<file path="src/hw/rtl/dmst_pkg.sv">
// Shared types and constants for the dense Prim spanning tree block.
// No dependencies; used by dmst_ctrl, dmst_dp and dense_prim_mst.
package dmst_pkg;

    // Fixed field widths
    localparam int NODE_BITS  = 8;
    localparam int EDGE_BITS  = 16;
    localparam int TOTAL_BITS = 23;
    localparam logic [TOTAL_BITS-1:0] TOTAL_MAX = {TOTAL_BITS{1'b1}};

    // Input commands
    localparam logic CMD_LOAD = 1'b0;
    localparam logic CMD_RUN  = 1'b1;

    // Configuration port
    localparam int APB_ADDR_BITS = 3;
    localparam int APB_DATA_BITS = 32;
    localparam logic REG_NODE_COUNT = 1'b0;   // word index, paddr[2]

    // Controller to datapath commands
    typedef struct packed {
        logic run_start;
        logic load_wr;
        logic clr_wr;
        logic init_rd;
        logic scan_rd;
        logic relax_rd;
        logic mark;
        logic out_load;
        logic out_conn;
    } dmst_ctl_t;

    // Datapath to controller status
    typedef struct packed {
        logic found;
    } dmst_sts_t;

endpackage

</file>
<file path="src/hw/rtl/dmst_ctrl.sv">
// Sequencer for the spanning tree block: matrix clear, edge loads, Prim steps.
// Depends on dmst_pkg; drives dmst_dp through dmst_ctl_t.
module dmst_ctrl #(
    parameter int MAX_NODES = 128
) (
    input  logic                          clk,
    input  logic                          rst_n,
    input  logic                          in_valid,
    output logic                          in_ready,
    input  logic                          cmd,
    output logic                          out_valid,
    input  logic                          out_ready,
    input  logic [$clog2(MAX_NODES)-1:0]  last_node,
    input  dmst_pkg::dmst_sts_t           sts,
    output dmst_pkg::dmst_ctl_t           ctl,
    output logic [$clog2(MAX_NODES)-1:0]  idx,
    output logic [2*$clog2(MAX_NODES)-1:0] clr_addr
);

    localparam int NB = $clog2(MAX_NODES);
    localparam int AW = 2 * NB;

    typedef enum logic [7:0] {
        S_CLEAR     = 8'b0000_0001,
        S_IDLE      = 8'b0000_0010,
        S_INIT      = 8'b0000_0100,
        S_SCAN      = 8'b0000_1000,
        S_SCAN_WAIT = 8'b0001_0000,
        S_MARK      = 8'b0010_0000,
        S_RELAX     = 8'b0100_0000,
        S_FINISH    = 8'b1000_0000
    } dmst_state_t;

    dmst_state_t   state_reg, state_next;
    logic [NB-1:0] idx_reg, idx_next;
    logic [NB-1:0] step_reg, step_next;
    logic [NB-1:0] step_inc;
    logic [AW-1:0] clr_reg, clr_next;
    logic          conn_reg, conn_next;
    logic          out_valid_reg, out_valid_next;

    assign step_inc = step_reg + 1'b1;

    // Next-state and command decode
    always_comb
    begin
        state_next = state_reg;
        idx_next   = idx_reg;
        step_next  = step_reg;
        clr_next   = clr_reg;
        conn_next  = conn_reg;
        ctl        = '0;
        in_ready   = 1'b0;
        unique case (state_reg)
            S_CLEAR:
            begin
                ctl.clr_wr = 1'b1;
                clr_next   = clr_reg + 1'b1;
                if (clr_reg == '1)
                begin
                    state_next = S_IDLE;
                end
            end
            S_IDLE:
            begin
                in_ready = 1'b1;
                if (in_valid)
                begin
                    if (cmd == dmst_pkg::CMD_RUN)
                    begin
                        ctl.run_start = 1'b1;
                        idx_next      = '0;
                        step_next     = '0;
                        state_next    = S_INIT;
                    end
                    else
                    begin
                        ctl.load_wr = 1'b1;
                    end
                end
            end
            S_INIT:
            begin
                ctl.init_rd = 1'b1;
                if (idx_reg == last_node)
                begin
                    idx_next = '0;
                    if (last_node == '0)
                    begin
                        // single node: nothing to pick
                        conn_next  = 1'b1;
                        state_next = S_FINISH;
                    end
                    else
                    begin
                        state_next = S_SCAN;
                    end
                end
                else
                begin
                    idx_next = idx_reg + 1'b1;
                end
            end
            S_SCAN:
            begin
                ctl.scan_rd = 1'b1;
                if (idx_reg == last_node)
                begin
                    idx_next   = '0;
                    state_next = S_SCAN_WAIT;
                end
                else
                begin
                    idx_next = idx_reg + 1'b1;
                end
            end
            S_SCAN_WAIT:
            begin
                // last key compare lands this cycle
                if (sts.found)
                begin
                    state_next = S_MARK;
                end
                else
                begin
                    conn_next  = 1'b0;
                    state_next = S_FINISH;
                end
            end
            S_MARK:
            begin
                ctl.mark  = 1'b1;
                step_next = step_inc;
                idx_next  = '0;
                if (step_inc == last_node)
                begin
                    conn_next  = 1'b1;
                    state_next = S_FINISH;
                end
                else
                begin
                    state_next = S_RELAX;
                end
            end
            S_RELAX:
            begin
                ctl.relax_rd = 1'b1;
                if (idx_reg == last_node)
                begin
                    idx_next   = '0;
                    state_next = S_SCAN;
                end
                else
                begin
                    idx_next = idx_reg + 1'b1;
                end
            end
            S_FINISH:
            begin
                if (!out_valid_reg || out_ready)
                begin
                    ctl.out_load = 1'b1;
                    ctl.out_conn = conn_reg;
                    state_next   = S_CLEAR;
                end
            end
            default:
            begin
                state_next = S_CLEAR;
            end
        endcase

        // Output beat tracking
        if (ctl.out_load)
        begin
            out_valid_next = 1'b1;
        end
        else if (out_ready)
        begin
            out_valid_next = 1'b0;
        end
        else
        begin
            out_valid_next = out_valid_reg;
        end
    end

    // Control registers; reset starts with a full matrix clear
    always_ff @(posedge clk or negedge rst_n)
    begin
        if (!rst_n)
        begin
            state_reg     <= S_CLEAR;
            idx_reg       <= '0;
            step_reg      <= '0;
            clr_reg       <= '0;
            conn_reg      <= 1'b0;
            out_valid_reg <= 1'b0;
        end
        else
        begin
            state_reg     <= state_next;
            idx_reg       <= idx_next;
            step_reg      <= step_next;
            clr_reg       <= clr_next;
            conn_reg      <= conn_next;
            out_valid_reg <= out_valid_next;
        end
    end

    assign out_valid = out_valid_reg;
    assign idx       = idx_reg;
    assign clr_addr  = clr_reg;

    // A finished result never overwrites one still waiting
    a_no_overwrite: assert property (@(posedge clk) disable iff (!rst_n)
        ctl.out_load |-> (!out_valid_reg || out_ready))
        else $error("result loaded while previous beat pending");

    // A result only appears out of the finish state
    a_out_from_finish: assert property (@(posedge clk) disable iff (!rst_n)
        $rose(out_valid_reg) |-> $past(state_reg == S_FINISH))
        else $error("result raised outside finish");

endmodule

</file>
<file path="config.mk">
export PLATFORM = sky130hd
export DESIGN_NAME = dmst_ctrl
export DESIGN_NICKNAME = d
export VERILOG_FILES = /design/src/hw/rtl/dmst_pkg.sv /design/src/hw/rtl/dmst_ctrl.sv
export SDC_FILE = /design/constraint.sdc
export NUM_CORES = 1
export LEC_CHECK = 0
export BUFFER_PORTS_ARGS = -buffer_cell sky130_fd_sc_hd__buf_4
export CORE_ASPECT_RATIO = 1.75
export CORE_UTILIZATION = 43
export DETAILED_ROUTE_END_ITERATION = 12
export PLACE_DENSITY_LB_ADDON = 0.3
export SETUP_SLACK_MARGIN = 0.3
export SLEW_MARGIN = 20
export SYNTH_ARGS = -nofsm -noshare
export SYNTH_HDL_FRONTEND = slang
export SYNTH_SLANG_ARGS = --single-unit
</file>
<file path="constraint.sdc">
create_clock -name clk -period 2.1 [get_ports clk]
set_input_delay 0.42 -clock clk [delete_from_list [all_inputs] [get_ports clk]]
set_output_delay 0.42 -clock clk [all_outputs]
set_load 0.01 [all_outputs]
</file>
After elaboration in Yosys (flattened, before gate mapping) --
Index checks and enable logic that the tools add are counted.
Word-level totals: bits in registers 38, bits in latches 0, bits in writable memories 0, bits in read-only memories 0, input bits 13, output and inout bits 32, logic and storage cells 77, memories 0
Cells by class: $add $sub $neg 3, multiply operators 0, divide/modulo/power cells 0, order comparisons 0, eq/ne operators 21, shift-type cells 0, muxes and demuxes 35, bitwise gates (word level) 0, reductions and logical operators 12
Operator list (number):
- 8-bit 2-to-1 mux | 10
- 8-bit case mux with 8 select lines | 1
- 7-bit 2-to-1 mux | 3
- 7-bit case mux with 3 select lines | 1
- 2-bit != test, second input constant | 10
- 14-bit by 1-bit adder with 14-bit output, second input constant | 1
- 7-bit by 1-bit adder with 7-bit output, second input constant | 2
- 14-bit == test, second input constant | 1
- 7-bit == test | 2
- 1-bit 2-to-1 mux | 14
- 7-bit case mux with 2 select lines | 1
- 8-bit by 1-bit == test with 1-bit output, second input constant | 1
- 8-bit by 2-bit == test with 1-bit output, second input constant | 1
- 8-bit by 3-bit == test with 1-bit output, second input constant | 1
- 8-bit by 4-bit == test with 1-bit output, second input constant | 1
- 8-bit by 5-bit == test with 1-bit output, second input constant | 1
- 8-bit by 6-bit == test with 1-bit output, second input constant | 1
- 8-bit by 7-bit == test with 1-bit output, second input constant | 1
- 8-bit == test, second input constant | 1
- 2-bit 2-to-1 mux | 4
- 7-bit logical NOT | 1
- 7-bit AND reduction | 1
- 3-bit AND reduction | 2
- 3-bit nonzero test | 2
- 6 further kinds | 7

Depth between registers and ports, before layout --
depth after elaboration 5, mapped depth 7, mapped depth without buffers 6

Worst setup path after synthesis --
OpenSTA, ideal clock, no wires.
path type register to output, start reg state_reg[6], end out ctl[2] in the netlist's numbering, data arrival time 1.521 ns, data required time 1.680 ns, setup slack 0.159 ns, stages on the path, launching flop included 6, path through dfrtp_1 -> buf_6 -> or3_4 -> or4_4 -> buf_6 -> inv_2
RTL lines:
- from (decl) | line dmst_ctrl.sv:34 | dmst_state_t state_reg, state_next;
- from (signal assigned) | line dmst_ctrl.sv:202 | state_reg <= state_next;
- to (decl) | line dmst_ctrl.sv:15 | output dmst_pkg::dmst_ctl_t ctl,

==> metrics.yaml <==
global_routing:
  grtUsageTotal: 0.258
  grt_max_degree: 39
  grt_pass1_vias: 2476
  grt_overflow: 0
  grt_antenna_before_repair: 0
  grt_pass1_wl_um: 11400
detailed_routing:
  post-route-drc-count: 1
  num_vias: 2435
  vias_per_cell: 6.01
  drt_iter0_drc: 152
  dr.pass1.iters: 8
  wl_per_cell_um: 18.0
  wl_um: 7300
  ant_nets: 0
placed_design:
  post_dp_cell_area_sq_um: 2820
  place_inst: 359
  place_congestion: 0.878
  dpl.hpwl_um: 4480
  io_buffer_count: 44
synth:
  synthCells: 249
  ys_seq_area_frac: 0.410
  synth_xor_area_frac: 0.102
  synthDistinctLibCells: 57
  synth_edf_count: 0
  synthArstFlopShare: 1.00
  synth_area_leader_cell: "dfrtp_1"
  synth_warnings: 0
  syn-cell-area_sq_um: 2320
  synth_mux_area_frac: 0
  synth_top_area_frac: 0.399
  synth_nets: 265
  synthSimpleGateAreaFrac: 0.267
  synth_top_family_by_area: "simple AND/OR/NAND/NOR gates"
  ys_top_cells_by_area: "dfrtp_1 40%, xnor2_1 7.2%, nand2_1 3.9%, o21ai_0 3.7%, nor2_1 3.2%"
  avgSynthCellArea_sq_um: 9.33
  synth_compound_area_frac: 0.172
  synthFlopType: "dfrtp_1"
  synthAdderAreaFrac: 0.0162
  synth-seq-cells: 38
cells_and_area:
  drive_above_1_share: 0.454
  finalInstanceArea_sq_um: 3550
  area_growth_pct: 52.8
  final_cells: 405
  diodes: 0
  mostFrequentLayoutCell: "buf_4"
  nFillCells: 408
  largest_reg_flops: 14
  nNetsFinal: 365
  layout_common_cells: "76 x buf_4, 36 x dfrtp_1, 23 x nand2_1, 21 x buf_6, 19 x xnor2_1"
floorplanning:
  coreArea_sq_um: 5210
  row_count: 35
  die_h_um: 99.2
  num_io_pins: 45
  start_util: 0.446
  dieArea_sq_um: 5710
  die_w_um: 57.6
critical_path:
  cp-startpoint: "state_reg[6]"
  critPathMaxFanout: 3
  path_class: "reg -> out"
  cp.arrival_ps: 1770
  worst_r2r_path_depth: 7
  startpoint_type: "flip-flop"
  r2r-end: "state_reg[7]"
  rrSetupSlack_ps: -20
  r2r-start: "state_reg[6]"
  critPathRequiredTime_ps: 1680
  setup.worst_path.end_class: "output port"
hold_path:
  hold_path_class: "in -> async"
outcome:
  violations: "design-rule violations, negative setup slack"
  status: "finished, violations left"
sta:
  fin_ws_ps: -86.6
  clock.fmax_mhz: 457
  hold_violations: 0
  rsz0062_at_grt: "yes"
  period_minus_slack_ps: 2190
  relSlewSlack: 0.634
  setup_viol: 8
  maxSlewViolCount: 0
  period_share: 1.04
  skew_ps: 10.4
  worst_slew_pin_slew_ps: 547
  fin_setup_tns_ps: -305
clock_network:
  clockBufferDepth: 2
  clkLatencyLatePin_ps: 300
  cts_buffers: 5
  htreeDepth: 2
  cts_tree: "yes"
  cts-root-buf: "clkbuf_8"
  cts_sinks: 38
  path_clk_slew_ps: 80
  cts_hold_buf: 0
flow_run:
  drv_cap: 0
pwr:
  p_leak_nw: 1.60
  power.density_nw_per_um2: 370
  vdd_drop_max_v: 0.000447
==> repair_timing <==
action / in CTS / in global routing
resized for setup: 52 / 38
setup buffers: 30 / 8
setup endpoints to repair: 29 / 41
hold endpoints to repair: 0 / 0
pin swaps: 33 / 12
==> area by class of cell <==
class	count	area, sq um	share of cell area
Sequential cell	38	953	0.269
Tap cell	55	68.8	0.0194
Inverter	8	37.5	0.0106
Clock buffer	5	68.8	0.0194
Clock inverter	3	21.3	0.00599
Multi-Input combinational cell	197	1560	0.439
Timing Repair Buffer	99	842	0.237
==> power breakdown <==
part | switching (W) | internal [W] | leakage, nW
combinational | 0.0000379 | 0.0000268 | 1.08
sequential | 0.000000123 | 0.000731 | 0.474
clock | 0.000284 | 0.000233 | 0.0441
==> critical path, stage by stage (launching register included) <==
cell     delay, ps
dfrtp_1        410
or3_4          430
or4_4          460
inv_4           80
buf_6           90
==> metrics by stage <==
step	worst slack [ps]	hold WS, ps	total power, W	utilization
2_1_floorplan	174	124	0.000765	-
3_3_place_gp	112	417	0.000808	0.540
3_5_place_dp	99.4	418	0.000809	0.540
4_1_cts	-34.6	101	0.00131	0.641
5_1_grt	-123	114	0.00136	0.681
6_report	-86.6	69.0	0.00131	0.681
==> cell usage after synthesis (4+ instances only) <==
| library cell | number |
|---|---|
| nand4_1 | 7 |
| nor4_1 | 4 |
| o21ai_0 | 17 |
| nor3_1 | 7 |
| nand2b_1 | 6 |
| a21oi_1 | 6 |
| dfrtp_1 | 37 |
| nand2_1 | 24 |
| nor2_1 | 20 |
| inv_1 | 7 |
| and3_1 | 5 |
| nand3_1 | 10 |
| xnor2_1 | 19 |
| xor2_1 | 8 |
| nor2b_1 | 5 |
| o211ai_1 | 4 |
==> cell families (layout without fill, tap and decap cells) <==
group	after synthesis	after routing
simple gates	110	110
compound gates	57	57
flops	38	38
xor+xnor	27	27
buf+inv	14	115
fa+ha+maj	3	3
==> worst max-delay path by stage <==
stage | slack (ps) | depth (start not counted) | to
final | -90 | 4 | ctl[2]
after CTS | -30 | 6 | ctl[0]
after global placement | 110 | 6 | conn_reg
after global routing | -120 | 5 | ctl[7]
after floorplan | 170 | 5 | ctl[2]
after detailed placement | 100 | 6 | conn_reg
==> routing by layer <==
| metal | vias to the layer above | global-route usage | wire (um) |
|---|---|---|---|
| li1 | 1106 | - | - |
| met1 | 1196 | 0.262 | 2430 |
| met2 | 91 | 0.484 | 4150 |
| met3 | 42 | 0.0338 | 292 |
| met4 | 0 | 0.152 | 428 |
| met5 | - | 0 | 0 |
Power figures use the tool's default switching activity.
